## config.mk

```make
export PLATFORM = sky130hd
export DESIGN_NAME = yuyv_to_bgr_converter
export DESIGN_NICKNAME = d
export VERILOG_FILES = /design/src/hdl/y2b_pkg.sv /design/src/hdl/yuyv_to_bgr_converter.sv /design/src/hdl/y2b_mult.sv /design/src/hdl/y2b_scale.sv /design/src/hdl/y2b_mix.sv
export SDC_FILE = /design/constraint.sdc
export NUM_CORES = 1
export LEC_CHECK = 0
export ABC_AREA = 0
export BUFFER_PORTS_ARGS = -buffer_cell sky130_fd_sc_hd__buf_2
export CORE_ASPECT_RATIO = 1.25
export CORE_UTILIZATION = 45
export CTS_CLUSTER_DIAMETER = 100
export DETAILED_ROUTE_END_ITERATION = 10
export GPL_ROUTABILITY_DRIVEN = 0
export PLACE_DENSITY_LB_ADDON = 0.1
export SYNTH_ARGS = -nofsm -noshare
export SYNTH_HDL_FRONTEND = slang
export SYNTH_HIERARCHICAL = 1
export SYNTH_SLANG_ARGS = --single-unit
```

## constraint.sdc

```tcl
create_clock -name i_clk -period 6.05 [get_ports i_clk]
set_input_delay 0.605 -clock i_clk [delete_from_list [all_inputs] [get_ports i_clk]]
set_output_delay 0.605 -clock i_clk [all_outputs]
set_load 0.05 [all_outputs]
```

## src/hdl/y2b_pkg.sv

```systemverilog
// Shared types, coefficients and arithmetic helpers for the YUYV to BGR converter.
// Used by every module under hdl/; depends on nothing.
`default_nettype none
package y2b_pkg;

    localparam int unsigned PROD_W = 21;
    localparam int unsigned TERM_W = 11;
    localparam int unsigned SUM_W  = 12;

    localparam logic signed [PROD_W-1:0] COEF_LUMA = 21'sd1192;
    localparam logic signed [PROD_W-1:0] COEF_UB   = 21'sd2066;
    localparam logic signed [PROD_W-1:0] COEF_VR   = 21'sd1634;
    localparam logic signed [PROD_W-1:0] COEF_UG   = 21'sd400;
    localparam logic signed [PROD_W-1:0] COEF_VG   = 21'sd832;
    localparam int unsigned SCALE_SHIFT = 10;   // divide by 1024
    localparam logic signed [8:0] LUMA_OFFSET   = 9'sd16;
    localparam logic signed [8:0] CHROMA_OFFSET = 9'sd128;
    localparam logic signed [SUM_W-1:0] CHAN_MAX = 12'sd255;

    // packed with the last field in the low bits
    typedef struct packed {
        logic [7:0] chroma_red;
        logic [7:0] luma_second;
        logic [7:0] chroma_blue;
        logic [7:0] luma_first;
    } t_yuyv;

    typedef struct packed {
        logic [7:0] red_right;
        logic [7:0] green_right;
        logic [7:0] blue_right;
        logic [7:0] red_left;
        logic [7:0] green_left;
        logic [7:0] blue_left;
    } t_bgr;

    typedef struct packed {
        logic signed [PROD_W-1:0] p_y0;
        logic signed [PROD_W-1:0] p_y1;
        logic signed [PROD_W-1:0] p_ub;
        logic signed [PROD_W-1:0] p_vr;
        logic signed [PROD_W-1:0] p_ug;
        logic signed [PROD_W-1:0] p_vg;
    } t_prod;

    typedef struct packed {
        logic signed [TERM_W-1:0] c0;
        logic signed [TERM_W-1:0] c1;
        logic signed [TERM_W-1:0] db;
        logic signed [TERM_W-1:0] dr;
        logic signed [TERM_W-1:0] dg;
    } t_term;

    // product / 1024, rounded toward zero
    function automatic logic signed [TERM_W-1:0] trunc_scale(input logic signed [PROD_W-1:0] p);
        logic signed [TERM_W-1:0] q;
        q = TERM_W'(p >>> SCALE_SHIFT);
        if (p[PROD_W-1] && (p[SCALE_SHIFT-1:0] != '0)) begin
            q = q + TERM_W'(1);
        end
        return q;
    endfunction

    function automatic logic [7:0] clamp8(input logic signed [SUM_W-1:0] v);
        logic [7:0] r;
        if (v[SUM_W-1]) begin
            r = 8'd0;
        end else if (v > CHAN_MAX) begin
            r = 8'd255;
        end else begin
            r = v[7:0];
        end
        return r;
    endfunction

endpackage
`default_nettype wire

```

## src/hdl/yuyv_to_bgr_converter.sv

```systemverilog
// YUYV 4:2:2 to BGR converter, BT.601 limited range, top level.
// Instantiates y2b_mult, y2b_scale and y2b_mix; depends on y2b_pkg.
//
// Usage:
//   Slave stream (i_s_*) takes one YUYV macropixel per word: Y0, U, Y1, V
//   from the low byte up. Master stream (o_m_*) gives one word per macropixel
//   holding two BGR pixels, left pixel in the low 24 bits.
//   From input acceptance to o_m_tvalid a word passes products, scaling
//   toward zero, then sum and clamp, one register stage each.
//   Throughput is one word per cycle while i_m_tready stays high; each stage holds its own valid bit.
//   When the receiver stalls, words hold in place and empty stages still
//   fill, so up to three words are buffered before o_s_tready drops.
//   Ready paths run combinationally from i_m_tready back to o_s_tready.
//   Synchronous active-low reset clears all valid bits; the pipeline comes
//   out of reset empty and ready.
`default_nettype none
module yuyv_to_bgr_converter (
    input  wire logic        i_clk,
    input  wire logic        i_rst_n,
    input  wire logic        i_s_tvalid,
    output logic             o_s_tready,
    input  wire logic [31:0] i_s_tdata,  // luma_first, chroma_blue, luma_second, chroma_red
    output logic             o_m_tvalid,
    input  wire logic        i_m_tready,
    output logic [47:0]      o_m_tdata   // blue_left, green_left, red_left,
                                         // blue_right, green_right, red_right
);

    logic            s1_valid, s2_valid, s2_ready, s3_ready;
    y2b_pkg::t_prod  s1_data;
    y2b_pkg::t_term  s2_data;
    y2b_pkg::t_bgr   s3_data;
    logic            s_acc;

    y2b_mult u_mult (
        .i_clk   (i_clk),
        .i_rst_n (i_rst_n),
        .i_valid (i_s_tvalid),
        .o_ready (o_s_tready),
        .i_data  (y2b_pkg::t_yuyv'(i_s_tdata)),
        .o_valid (s1_valid),
        .i_ready (s2_ready),
        .o_data  (s1_data)
    );

    y2b_scale u_scale (
        .i_clk   (i_clk),
        .i_rst_n (i_rst_n),
        .i_valid (s1_valid),
        .o_ready (s2_ready),
        .i_data  (s1_data),
        .o_valid (s2_valid),
        .i_ready (s3_ready),
        .o_data  (s2_data)
    );

    y2b_mix u_mix (
        .i_clk   (i_clk),
        .i_rst_n (i_rst_n),
        .i_valid (s2_valid),
        .o_ready (s3_ready),
        .i_data  (s2_data),
        .o_valid (o_m_tvalid),
        .i_ready (i_m_tready),
        .o_data  (s3_data)
    );

    assign o_m_tdata = s3_data;
    assign s_acc     = i_s_tvalid && o_s_tready;

    a_rst_empty: assert property (@(posedge i_clk) !i_rst_n |=> !o_m_tvalid)
        else $error("output valid right after reset");

    a_ready_flow: assert property (@(posedge i_clk) disable iff (!i_rst_n)
        i_m_tready |-> o_s_tready)
        else $error("input stalled while output drains");

    a_full_only: assert property (@(posedge i_clk) disable iff (!i_rst_n)
        !o_s_tready |-> (o_m_tvalid && !i_m_tready && s1_valid && s2_valid))
        else $error("input stalled with a bubble in the pipeline");

    a_latency: assert property (@(posedge i_clk) disable iff (!i_rst_n)
        s_acc ##1 i_m_tready ##1 i_m_tready |=> o_m_tvalid)
        else $error("word did not reach the output in three cycles");

endmodule
`default_nettype wire

```

## src/hdl/y2b_mult.sv

```systemverilog
// Stage 1: removes sample offsets and forms the six constant-coefficient products.
// Depends on y2b_pkg.
`default_nettype none
module y2b_mult (
    input  wire logic           i_clk,
    input  wire logic           i_rst_n,
    input  wire logic           i_valid,
    output logic                o_ready,
    input  wire y2b_pkg::t_yuyv i_data,
    output logic                o_valid,
    input  wire logic           i_ready,
    output y2b_pkg::t_prod      o_data
);

    logic                         r_valid;
    y2b_pkg::t_prod               r_data;
    y2b_pkg::t_prod               n_data;
    logic signed [y2b_pkg::PROD_W-1:0] y0_ext, y1_ext, u_ext, v_ext;

    assign o_ready = !r_valid || i_ready;

    always_comb begin
        y0_ext = y2b_pkg::PROD_W'($signed({1'b0, i_data.luma_first}) - y2b_pkg::LUMA_OFFSET);
        y1_ext = y2b_pkg::PROD_W'($signed({1'b0, i_data.luma_second}) - y2b_pkg::LUMA_OFFSET);
        u_ext  = y2b_pkg::PROD_W'($signed({1'b0, i_data.chroma_blue}) - y2b_pkg::CHROMA_OFFSET);
        v_ext  = y2b_pkg::PROD_W'($signed({1'b0, i_data.chroma_red}) - y2b_pkg::CHROMA_OFFSET);
        n_data.p_y0 = y0_ext * y2b_pkg::COEF_LUMA;
        n_data.p_y1 = y1_ext * y2b_pkg::COEF_LUMA;
        n_data.p_ub = u_ext * y2b_pkg::COEF_UB;
        n_data.p_vr = v_ext * y2b_pkg::COEF_VR;
        n_data.p_ug = u_ext * y2b_pkg::COEF_UG;
        n_data.p_vg = v_ext * y2b_pkg::COEF_VG;
    end

    always_ff @(posedge i_clk) begin
        if (!i_rst_n) begin
            r_valid <= 1'b0;
        end else if (o_ready) begin
            r_valid <= i_valid;
        end
    end

    always_ff @(posedge i_clk) begin
        if (o_ready && i_valid) begin
            r_data <= n_data;
        end
    end

    assign o_valid = r_valid;
    assign o_data  = r_data;

endmodule
`default_nettype wire

```

## src/hdl/y2b_scale.sv

```systemverilog
// Stage 2: scales each product down by 1024 toward zero and sums the green terms.
// Depends on y2b_pkg.
`default_nettype none
module y2b_scale (
    input  wire logic           i_clk,
    input  wire logic           i_rst_n,
    input  wire logic           i_valid,
    output logic                o_ready,
    input  wire y2b_pkg::t_prod i_data,
    output logic                o_valid,
    input  wire logic           i_ready,
    output y2b_pkg::t_term      o_data
);

    logic             r_valid;
    y2b_pkg::t_term   r_data;
    y2b_pkg::t_term   n_data;

    assign o_ready = !r_valid || i_ready;

    always_comb begin
        n_data.c0 = y2b_pkg::trunc_scale(i_data.p_y0);
        n_data.c1 = y2b_pkg::trunc_scale(i_data.p_y1);
        n_data.db = y2b_pkg::trunc_scale(i_data.p_ub);
        n_data.dr = y2b_pkg::trunc_scale(i_data.p_vr);
        n_data.dg = y2b_pkg::trunc_scale(i_data.p_ug) + y2b_pkg::trunc_scale(i_data.p_vg);
    end

    always_ff @(posedge i_clk) begin
        if (!i_rst_n) begin
            r_valid <= 1'b0;
        end else if (o_ready) begin
            r_valid <= i_valid;
        end
    end

    always_ff @(posedge i_clk) begin
        if (o_ready && i_valid) begin
            r_data <= n_data;
        end
    end

    assign o_valid = r_valid;
    assign o_data  = r_data;

endmodule
`default_nettype wire

```

## src/hdl/y2b_mix.sv

```systemverilog
// Stage 3: luma plus blue/red terms, luma minus green term, clamped to 0..255.
// Its register is the block's output register. Depends on y2b_pkg.
`default_nettype none
module y2b_mix (
    input  wire logic           i_clk,
    input  wire logic           i_rst_n,
    input  wire logic           i_valid,
    output logic                o_ready,
    input  wire y2b_pkg::t_term i_data,
    output logic                o_valid,
    input  wire logic           i_ready,
    output y2b_pkg::t_bgr       o_data
);

    logic            r_valid;
    y2b_pkg::t_bgr   r_data;
    y2b_pkg::t_bgr   n_data;
    logic signed [y2b_pkg::SUM_W-1:0] c0, c1, db, dr, dg;

    assign o_ready = !r_valid || i_ready;

    always_comb begin
        c0 = y2b_pkg::SUM_W'(i_data.c0);
        c1 = y2b_pkg::SUM_W'(i_data.c1);
        db = y2b_pkg::SUM_W'(i_data.db);
        dr = y2b_pkg::SUM_W'(i_data.dr);
        dg = y2b_pkg::SUM_W'(i_data.dg);
        n_data.blue_left   = y2b_pkg::clamp8(c0 + db);
        n_data.green_left  = y2b_pkg::clamp8(c0 - dg);
        n_data.red_left    = y2b_pkg::clamp8(c0 + dr);
        n_data.blue_right  = y2b_pkg::clamp8(c1 + db);
        n_data.green_right = y2b_pkg::clamp8(c1 - dg);
        n_data.red_right   = y2b_pkg::clamp8(c1 + dr);
    end

    always_ff @(posedge i_clk) begin
        if (!i_rst_n) begin
            r_valid <= 1'b0;
        end else if (o_ready) begin
            r_valid <= i_valid;
        end
    end

    always_ff @(posedge i_clk) begin
        if (o_ready && i_valid) begin
            r_data <= n_data;
        end
    end

    assign o_valid = r_valid;
    assign o_data  = r_data;

endmodule
`default_nettype wire

```

==> summary.md, run 1 <==
| Metric | Value |
|---|---|
| Worst vdd ir | around 180 µV |
| RSZ-0062 raised after global routing | false |
| Yosys reg bits | about 210 |
| Power Density | roughly 340 nW/µm² |
| Reg2reg setup slack | ~3 ns |
| XOR/XNOR share of the synthesized area | ~8.0% |
| Crit path required time | 6.32 ns |
| Overflow after GRT | 0 |
| Final Cycle Share | between 70% and 80% |
| Layout cells sized above 1 | about a tenth |
| Post-CTS Setup Bufs | 0 |
| Crit Path Category | input port to register |
| DIE HEIGHT | between 200 and 250 µm |
| Initial antenna violation count | 0 |
| Fillers | roughly 3700 |
| Post-synthesis adder-cell area fraction | between 20% and 30% |
| Die width | around 180 µm |
| First-iteration detailed-routing DRC count | 359 |
| Buf/Inv on CP | 4 |
| Mux share of post-synthesis cell area | 0.758% |
| Total power draw | 6.81 mW |
| Skew final | between 0.01 and 0.015 ns |
| Core area | ~40000 µm² |
| Post-Syn Instances | between 1500 and 2000 |
| Reg2Reg Launch Point | u_mult/o_data[26] |
| CTS Buffer Depth | 3 |
| CP top delay family | adder cells |
| CTS tree | yes |
| Arrival @ worst endpoint | ~4.6 ns |
| Die ar. | 41600 µm² |
| Share of flip-flops with an asynchronous set or reset | 0% |
| Final setup fails | 0 |
| Initial Utilization | a little under half |
| Minimum clock period | between 4 and 5 ns |
| CP Launch Type | input port |
| Slowest cell delay on critical path | ~0.55 ns |
| First-pass GRT wire length | roughly 60 mm |
| Cell chain of the critical path | buf_2 -> inv_1 -> ha_1 -> ha_1 -> fa_1 -> inv_1 -> fa_1 -> inv_1 -> ha_1 -> ha_1 -> or4_1 -> o21ai_0 -> o21bai_1 -> o21bai_1 -> xor2_1 |
| Post-synth EDFFs | 202 |
| Leak | slightly below 9 nW |
| PostCTS Resize Cnt | 0 |
| Synth Warn # | 6 |
| Hold Vio Cnt, Final | 0 |
| Crit path capture type | register |
| Hpwl dp | about 30 mm |
| Worst-path clk slew | 0.06 ns |
| Post-synth top area share | between 30 and 40% |
| Clk_lat worst skew | 0.52 ns |
| Clock sink total | 205 |
| Status | finished, final reports clean |
| Total number of vias | ~13000 |
| Hold path start | i_s_tdata[25] |
| CP dominant cell by count | ha_1 |
| Vias in the first global route | approximately 12000 |
| Final wirelength | around 37 mm |
| Cell variety after synth | 87 |
| CTS Buf Count | 23 |
| Core Rows | a little over 80 |
| Relative slew slack | 26.4% |
| RR Endpoint | u_scale/o_data[9] |
| GRT Total Usage | 18.0% |
| Ranking of synthesized cells by area | edfxtp_1, ha_1, fa_1, xnor2_1, inv_1 |
| Post-synthesis compound-gate area fraction | 14.4% |
| Largest family of logic cells by synthesized area | adder cells |
| TritonRoute pass-1 iters | 5 |
| Final TNS setup | 0 ns |
| Max Fanout on Critical Path | 11 |
| Drt via density | ~5.2 |
| # IOs | between 80 and 90 |
| I/O Buffers | 85 |
| Simple-gate share of the synthesized area | about 10% |
| Residual DRC | 0 |
| Max Cap Viol | 0 |
| Number of diodes | 0 |
| Largest net degree at the start of global routing | 63 |
| CTS Hold Bufs | 0 |
| Worst slew pin tran | around 1.1 ns |
| Antenna Nets Post-Route | 0 |
| Avg WL per Cell | ~15 µm |
| Reg2reg path depth | 11 |
| Final Slew Violations | 0 |
| Crit-path slowest cell | fa_1 |
| CTS H-tree depth | 1 |
| Mapped cell area | 18300 µm² |
| Sequential-to-total area share from yosys stat | roughly 33% |
| Most used DFF post-synth | edfxtp_1 |
| Worst Hold Path EP | u_mult/o_data[7] |
| Max frequency | between 200 and 250 MHz |
| Clock Tree Root | clkbuf_16 |
| NumNets Final | between 2000 and 2500 |
| Synth-to-layout area growth | 9.26% |
| HP Class | input port to register |
| Synthesized area per cell | about 11 µm² |
| Area leader, netlist | edfxtp_1 |
| Worst Hold Depth | 1 |
[metrics by stage]
stage	utilization [%]	setup WS [ns]	cell area, µm²	hold slack, ns	cells
after global routing	49.9	1.48	20000	0.290	2398
final	49.9	1.69	20000	0.315	2398
after global placement	48.1	1.20	19300	0.454	2357
after detailed placement	48.1	1.11	19300	0.467	2357
after floorplan	-	1.42	18400	0.444	1758
after CTS	49.9	1.67	20000	0.280	2398
[cell usage in the layout, fill, tap and decap left out, drive strengths merged, types with 24 or more instances in the layout]
cell type	synthesis	routed
a21oi	98	98
ha	315	315
nor2	93	93
nand3	24	24
buf	30	89
inv	219	222
fa	57	57
o21ai	61	61
clkbuf	6	27
a21o	34	34
nor3	29	29
nand2	70	70
edfxtp	202	202
xor2	59	59
nand4	39	39
xnor2	108	108
o21a	49	49
[cells by family after synthesis]
kind of cell    count (synthesis)
xor+xnor                      167
other cells                     1
compound gates                372
mux                            13
flops                         205
simple gates                  356
fa+ha+maj                     372
buf+inv                       255
[cell usage after synthesis, types with 3 or more instances]
| library cell | number |
|---|---|
| nand3_1 | 24 |
| clkbuf_1 | 6 |
| and3_1 | 15 |
| a21oi_2 | 4 |
| nor4_1 | 14 |
| o31a_1 | 4 |
| o21bai_1 | 12 |
| or4_1 | 5 |
| or3_1 | 6 |
| a211o_1 | 9 |
| nor3_1 | 28 |
| nand4_1 | 39 |
| o22ai_1 | 3 |
| a31oi_1 | 21 |
| ha_1 | 315 |
| and2_1 | 12 |
| a31o_2 | 4 |
| xnor2_1 | 108 |
| xor2_1 | 59 |
| o21a_1 | 47 |
| nand2b_1 | 21 |
| o211ai_1 | 10 |
| inv_1 | 219 |
| a21o_1 | 32 |
| buf_4 | 27 |
| mux2_2 | 6 |
| a21boi_0 | 4 |
| a21oi_1 | 93 |
| nor2b_1 | 11 |
| o31ai_1 | 7 |
| dfxtp_1 | 3 |
| nor2_1 | 92 |
| fa_1 | 57 |
| nand2_1 | 70 |
| a211oi_1 | 11 |
| edfxtp_1 | 202 |
| a41oi_1 | 7 |
| o311ai_0 | 4 |
| o21ai_0 | 52 |
| or2_2 | 4 |
| o21ai_1 | 8 |
| mux2i_1 | 6 |
[worst max path at each step]
| stage | startpoint | to | slack [ns] | depth (start not counted) |
|---|---|---|---|---|
| after CTS | i_s_tdata[31] | u_mult/o_data[59] | 1.67 | 15 |
| after global placement | i_s_tdata[31] | u_mult/o_data[59] | 1.20 | 15 |
| after floorplan | i_s_tdata[20] | u_mult/o_data[102] | 1.42 | 15 |
| final | i_s_tdata[31] | u_mult/o_data[59] | 1.69 | 15 |
| after detailed placement | i_s_tdata[31] | u_mult/o_data[59] | 1.11 | 15 |
| after global routing | i_s_tdata[31] | u_mult/o_data[61] | 1.48 | 15 |
[per-layer routing]
metal  track usage, %  share of wire (%)  vias to the layer above
met2             32.9                 50                      153
met3             1.64                2.4                       47
li1                 -                  -                     6460
met1             22.6                 45                     5868
met4             5.07                2.1                        0
met5                0                  0                        -
[registers in the layout (all words and copies together), names as in the netlist]
name / count
u_mult/o_valid: 1
u_mult/o_data: 99
u_mix/o_valid: 1
u_scale/o_data: 55
u_scale/o_valid: 1
u_mix/o_data: 48
[where the power goes]
part	internal, mW	total [mW]	switching [mW]
Clock	0.787	1.35	0.559
Sequential	2.02	2.25	0.232
Combinational	1.39	3.21	1.82
[layout make-up]
| cell class | instances | area (µm²) | area share (%) |
|---|---|---|---|
| clock buffer | 27 | 591 | 2.95 |
| clock inverter | 14 | 133 | 0.662 |
| inverter | 219 | 822 | 4.10 |
| multi-input combinational | 1298 | 11200 | 56.0 |
| sequential | 205 | 6130 | 30.6 |
| tap | 546 | 683 | 3.41 |
| timing repair buffer | 89 | 455 | 2.27 |
(Power assumes the default switching activity.)
==> run 2: changes to the inputs <==
==> constraint.sdc (replaced) <==
create_clock -name i_clk -period 4.4 [get_ports i_clk]
set_input_delay 0.44 -clock i_clk [delete_from_list [all_inputs] [get_ports i_clk]]
set_output_delay 0.44 -clock i_clk [all_outputs]
set_load 0.05 [all_outputs]
==> summary.md, run 2 (same netlist as run 1, synthesis figures left out) <==
| Metric | Value |
|---|---|
| Core Rows | 82 (unchanged) |
| NumNets Final | 2266 (was 2244) |
| CTS Buffer Depth | 3 (unchanged) |
| Max frequency | 261 MHz |
| Initial Utilization | 45.7% (unchanged) |
| Slowest cell delay on critical path | 0.53 ns (was 0.55 ns) |
| TritonRoute pass-1 iters | 6 (was 5) |
| Final wirelength | 37.0 mm (was 36.5 mm) |
| Crit path from | i_s_tdata[25] (was i_s_tdata[31]) |
| Cell chain of the critical path | buf_2 -> inv_1 -> ha_1 -> inv_1 -> fa_1 -> fa_1 -> inv_1 -> fa_1 -> inv_1 -> ha_1 -> ha_1 -> or4_1 -> o21ai_0 -> o21bai_1 -> o21bai_1 -> xor2_1 (was buf_2 -> inv_1 -> ha_1 -> ha_1 -> fa_1 -> inv_1 -> fa_1 -> inv_1 -> ha_1 -> ha_1 -> or4_1 -> o21ai_0 -> o21bai_1 -> o21bai_1 -> xor2_1) |
| Core area | 40100 µm² (unchanged) |
| Status | finished, final reports clean (unchanged) |
| Final core utilization | 50.4% (was 49.9%) |
| Minimum clock period | roughly 3.8 ns |
| Reg2reg path depth | 11 (unchanged) |
| Residual DRC | 0 (unchanged) |
| Post-CTS Setup Bufs | 0 (unchanged) |
| Leak | 9.03 nW (was 8.92 nW) |
| First-iteration detailed-routing DRC count | 456 (was 359) |
| Die width | 183 µm (unchanged) |
| Initial antenna violation count | 0 (unchanged) |
| Reg2Reg Launch Point | u_mult/o_data[26] (unchanged) |
| CTS H-tree depth | 1 (unchanged) |
| Total number of vias | 12598 (was 12528) |
| Antenna Nets Post-Route | 0 (unchanged) |
| First-pass GRT wire length | 60.3 mm (was 60.4 mm) |
| Max Cap Viol | 0 (unchanged) |
| Drt via density | 5.20 (was 5.22) |
| CTS Hold Bufs | 0 (unchanged) |
| Largest net degree at the start of global routing | 60 (was 63) |
| Crit Path Category | input port to register (unchanged) |
| Crit path depth | 16 (was 15) |
| RR Endpoint | u_scale/o_data[9] (unchanged) |
| Worst vdd ir | 268 µV (was 180 µV) |
| Relative slew slack | 24.7% (was 26.4%) |
| Total power draw | 9.48 mW (was 6.81 mW) |
| Clock Tree Root | clkbuf_16 (unchanged) |
| Final Cycle Share | ~87% |
| Die ar. | 41600 µm² (unchanged) |
| Layout cells sized above 1 | 10.4% (was 9.45%) |
| HP Class | input port to register (unchanged) |
| Hold Vio Cnt, Final | 0 (unchanged) |
| PostCTS Resize Cnt | 0 (unchanged) |
| Number of diodes | 0 (unchanged) |
| Final Slew Violations | 0 (unchanged) |
| CP Launch Type | input port (unchanged) |
| Max reg flops | 99 (unchanged) |
| I/O Buffers | 85 (unchanged) |
| Hold Slack | 0.135 ns (was 0.315 ns) |
| Reg2reg setup slack | 1.30 ns (was 3.03 ns) |
| Arrival @ worst endpoint | 4.11 ns (was 4.63 ns) |
| Clock sink total | 205 (unchanged) |
| Worst setup path endpoint | u_mult/o_data[59] (unchanged) |
| CP dominant cell by count | inv_1 (was ha_1) |
| Clk_lat worst skew | 0.54 ns (was 0.52 ns) |
| Worst-path clk slew | 0.06 ns (about the same) |
| # IOs | 86 (unchanged) |
| Crit path required time | 4.68 ns (was 6.32 ns) |
| Crit path capture type | register (unchanged) |
| Placement-stage cell area | 19500 µm² (was 19300 µm²) |
| Vias in the first global route | 12300 (was 12326) |
| CTS Buf Count | 24 (was 23) |
| Overflow after GRT | 0 (unchanged) |
| Finished Cell Area | 20200 µm² (was 20000 µm²) |
| DIE HEIGHT | 228 µm (unchanged) |
| Buf/Inv on CP | 5 (was 4) |
| GRT Total Usage | 18.1% (was 18.0%) |
| Crit-path slowest cell | fa_1 (unchanged) |
| Most common cell after layout, fill and taps aside | ha_1 (unchanged) |
| Power Density | 469 nW/µm² (was 340 nW/µm²) |
| Max Fanout on Critical Path | 4 (was 11) |
| Fillers | 3682 (was 3719) |
| Skew final | 0.0147 ns (was 0.0109 ns) |
| Commonest cells after routing, fill and taps aside | ha_1, inv_1, edfxtp_1 (unchanged) |
| CP top delay family | adder cells (unchanged) |
| Synth-to-layout area growth | 10.4% (was 9.26%) |
| RSZ-0062 raised after global routing | false (unchanged) |
| Worst slew pin tran | 1.13 ns (was 1.10 ns) |
| Final setup fails | 0 (unchanged) |
| Hpwl dp | 30.5 mm (was 30.0 mm) |
| Avg WL per Cell | 15.3 µm (was 15.2 µm) |
| Final TNS setup | 0 ns (unchanged) |
| CTS tree | yes (unchanged) |
## run 2: worst min path at each step
stage                          from                end  slack [ns]  cells after the start
global route          i_s_tdata[17]  u_mult/o_data[88]        0.12                      1
CTS                   i_s_tdata[25]   u_mult/o_data[7]        0.10                      1
finish                i_s_tdata[25]   u_mult/o_data[7]        0.14                      1
floorplan           u_scale/o_valid      u_mix/o_valid        0.44                      2
detailed placement   u_mult/o_valid    u_scale/o_valid        0.46                      2
global placement    u_scale/o_valid      u_mix/o_valid        0.45                      2
## run 2: layout make-up
class / instances / area (µm²) / share of cell area [%]
multi-input combinational: 1298 / 11200 / 55.5
sequential: 205 / 6130 / 30.3
clock inverter: 14 / 140 / 0.693
clock buffer: 30 / 623 / 3.08
tap: 546 / 683 / 3.38
timing repair buffer: 110 / 613 / 3.03
inverter: 219 / 822 / 4.06
## run 2: per-stage QoR
| step | setup slack (ns) | instances |
|---|---|---|
| after global placement | 0.0571 | 2378 |
| after detailed placement | 0.0118 | 2378 |
| after global routing | 0.384 | 2422 |
| final | 0.569 | 2422 |
| after CTS | 0.587 | 2422 |
| after floorplan | 0.0824 | 1758 |
## run 2: routing by layer
metal / vias up / GRT usage (%) / wire, µm
li1: 6503 / - / -
met1: 5867 / 22.7 / 16700
met2: 172 / 32.7 / 18300
met3: 56 / 1.61 / 951
met4: 0 / 5.83 / 973
met5: - / 0 / 0
## run 2: worst register-to-register path, delay by kind of cell, from the launching register on
| family | cells | cell delay (ns) |
|---|---|---|
| DFF | 1 | 0.39 |
| and+or+nand+nor | 4 | 1.08 |
| adders and majority gates | 1 | 0.28 |
| xor gates and xnor gates | 2 | 0.22 |
| AOI/OAI and AO/OA | 4 | 0.87 |
## run 2: where the power goes
part	total [mW]	switching [mW]	leakage (nW)	internal, mW
sequential	3.09	0.317	1.95	2.77
clock	1.92	0.797	0.359	1.13
combinational	4.47	2.52	6.72	1.95
total	9.48	3.63	9.03	5.85
==> run 3: changes to the inputs <==
==> constraint.sdc (replaced) <==
create_clock -name i_clk -period 4.1 [get_ports i_clk]
set_input_delay 0.41 -clock i_clk [delete_from_list [all_inputs] [get_ports i_clk]]
set_output_delay 0.41 -clock i_clk [all_outputs]
set_load 0.05 [all_outputs]
==> summary.md, run 3 (same netlist as run 1, synthesis figures left out) <==
| Metric | Value |
|---|---|
| Final setup fails | 0 (unchanged) |
| # IOs | 86 (unchanged) |
| Final wirelength | 36.8 mm (was 37.0 mm) |
| Clock sink total | 205 (unchanged) |
| First-pass GRT wire length | 60.7 mm (was 60.3 mm) |
| Status | finished, final reports clean (unchanged) |
| Hold Vio Cnt, Final | 0 (unchanged) |
| Residual DRC | 0 (unchanged) |
| Final core utilization | 51.3% (was 50.4%) |
| Clock Power Share | 19.6% (was 20.3%) |
| Post-CTS Setup Bufs | 0 (unchanged) |
| TritonRoute pass-1 iters | 5 (was 6) |
| PostCTS Resize Cnt | 0 (unchanged) |
| Total power draw | 10.3 mW (was 9.48 mW) |
| GRT Total Usage | 18.1% (about the same) |
| Core Rows | 82 (unchanged) |
| NumNets Final | 2308 (was 2266) |
| Power Density | 499 nW/µm² (was 469 nW/µm²) |
| Antenna Nets Post-Route | 0 (unchanged) |
| Largest net degree at the start of global routing | 54 (was 60) |
| Arrival @ worst endpoint | 4.02 ns (was 4.11 ns) |
| Worst-path clk slew | 0.06 ns (about the same) |
| Crit path required time | 4.37 ns (was 4.68 ns) |
| Leak | 9.24 nW (was 9.03 nW) |
| CP Launch Type | input port (unchanged) |
| Initial antenna violation count | 0 (unchanged) |
| Fin worst setup slack | 0.354 ns (was 0.569 ns) |
| Minimum clock period | between 3 and 4 ns |
| HP Class | input port to register (unchanged) |
| Drt via density | 5.21 (was 5.20) |
| Placement-stage cell area | 19800 µm² (was 19500 µm²) |
| Clock Tree Root | clkbuf_16 (unchanged) |
| Clk_lat worst skew | 0.52 ns (was 0.54 ns) |
| RSZ-0062 raised after global routing | false (unchanged) |
| Max frequency | around 270 MHz |
| Total number of vias | 12836 (was 12598) |
| Layout cells sized above 1 | 12.8% (was 10.4%) |
| Number of diodes | 0 (unchanged) |
| CTS tree | yes (unchanged) |
| DP Cell Count | 2420 (was 2378) |
| Overflow after GRT | 0 (unchanged) |
| Hpwl dp | 30.3 mm (was 30.5 mm) |
| First-iteration detailed-routing DRC count | 417 (was 456) |
| Switch share | 37.8% (was 38.3%) |
| Final TNS setup | 0 ns (unchanged) |
| CTS Hold Bufs | 0 (unchanged) |
| Worst vdd ir | 255 µV (was 268 µV) |
| Crit path capture type | register (unchanged) |
| Avg WL per Cell | 14.9 µm (was 15.3 µm) |
| Skew final | 0.0169 ns (was 0.0147 ns) |
| CTS Buf Count | 24 (unchanged) |
| Die width | 183 µm (unchanged) |
| Worst slew pin tran | 1.10 ns (was 1.13 ns) |
| DIE HEIGHT | 228 µm (unchanged) |
| Crit Path Category | input port to register (unchanged) |
| Most common cell after layout, fill and taps aside | ha_1 (unchanged) |
| Final Slew Violations | 0 (unchanged) |
| P_sw | 3.88 mW (was 3.63 mW) |
| Max reg flops | 99 (unchanged) |
| Max Fanout on Critical Path | 3 (was 4) |
| Seq pwr share | 32.2% (was 32.6%) |
| CTS Buffer Depth | 3 (unchanged) |
| Final Cycle Share | about 91% |
| Die ar. | 41600 µm² (unchanged) |
| Combinational power share | 48.1% (was 47.1%) |
| Core area | 40100 µm² (unchanged) |
| Relative slew slack | 26.8% (was 24.7%) |
| Vias in the first global route | 12426 (was 12300) |
| Post-Layout Cell Count | 2464 (was 2422) |
| Finished Cell Area | 20600 µm² (was 20200 µm²) |
| I/O Buffers | 85 (unchanged) |
| Internal power | 6.38 mW (was 5.85 mW) |
| Hold Slack | 0.134 ns (was 0.135 ns) |
| Initial Utilization | 45.7% (unchanged) |
| Setup slack at placement | -0.190 ns (was 0.0118 ns) |
| CTS H-tree depth | 1 (unchanged) |
| Max Cap Viol | 0 (unchanged) |
| Synth-to-layout area growth | 12.2% (was 10.4%) |
| Commonest cells after routing, fill and taps aside | ha_1, inv_1, edfxtp_1 (unchanged) |
## run 3: cell count changes in the layout (fill, tap and decap cells not counted), sizes merged
cell,change
clkbuf,+1
clkinvlp,-1
bufinv,-1
clkinv,+2
inv,-1
buf,+42
## run 3: cell type report
| cell class | count | area [µm²] |
|---|---|---|
| timing repair buffer | 152 | 941 |
| tap | 546 | 683 |
| sequential | 205 | 6130 |
| inverter | 219 | 826 |
| clock buffer | 31 | 648 |
| fill | 3661 | 19600 |
| multi-input combinational | 1298 | 11200 |
| clock inverter | 13 | 103 |
## run 3: routing by layer
| metal | vias to the layer above | wire length, µm | global-route usage [%] |
|---|---|---|---|
| met2 | 183 | 18400 | 33.3 |
| met5 | - | 0 | 0 |
| met4 | 0 | 858 | 5.53 |
| li1 | 6584 | - | - |
| met1 | 6024 | 16400 | 22.4 |
| met3 | 45 | 1110 | 1.59 |
## run 3: power groups by stage
stage          registers (mW)  clock network (mW)  logic (mW)
2_1_floorplan            3.34                   0        3.69
3_3_place_gp             3.36                   0        4.88
3_5_place_dp             3.37                   0        4.93
4_1_cts                  3.32                2.09        4.98
5_1_grt                  3.37                2.16        5.62
6_report                 3.31                2.01        4.94
## run 3: worst max-delay path: stages
cell and delay [ns]:
buf_2 0.12, ha_1 0.30, inv_1 0.06, fa_1 0.50
inv_1 0.05, fa_1 0.49, fa_1 0.54, inv_1 0.06
fa_1 0.44, nor2b_1 0.22, o31ai_1 0.13, a211o_1 0.28
a211o_1 0.29, o311a_1 0.12
## run 3: worst paths after layout
| kind | startpoint | to | slack [ns] | depth (start not counted) |
|---|---|---|---|---|
| hold / removal | i_s_tdata[17] | u_mult/o_data[88] | 0.13 | 1 |
| setup / recovery | i_s_tdata[28] | u_mult/o_data[62] | 0.35 | 14 |
| setup reg to reg | u_mult/o_data[26] | u_scale/o_data[9] | 0.99 | 11 |
| hold reg to reg | u_scale/o_valid | u_mix/o_valid | 0.48 | 2 |
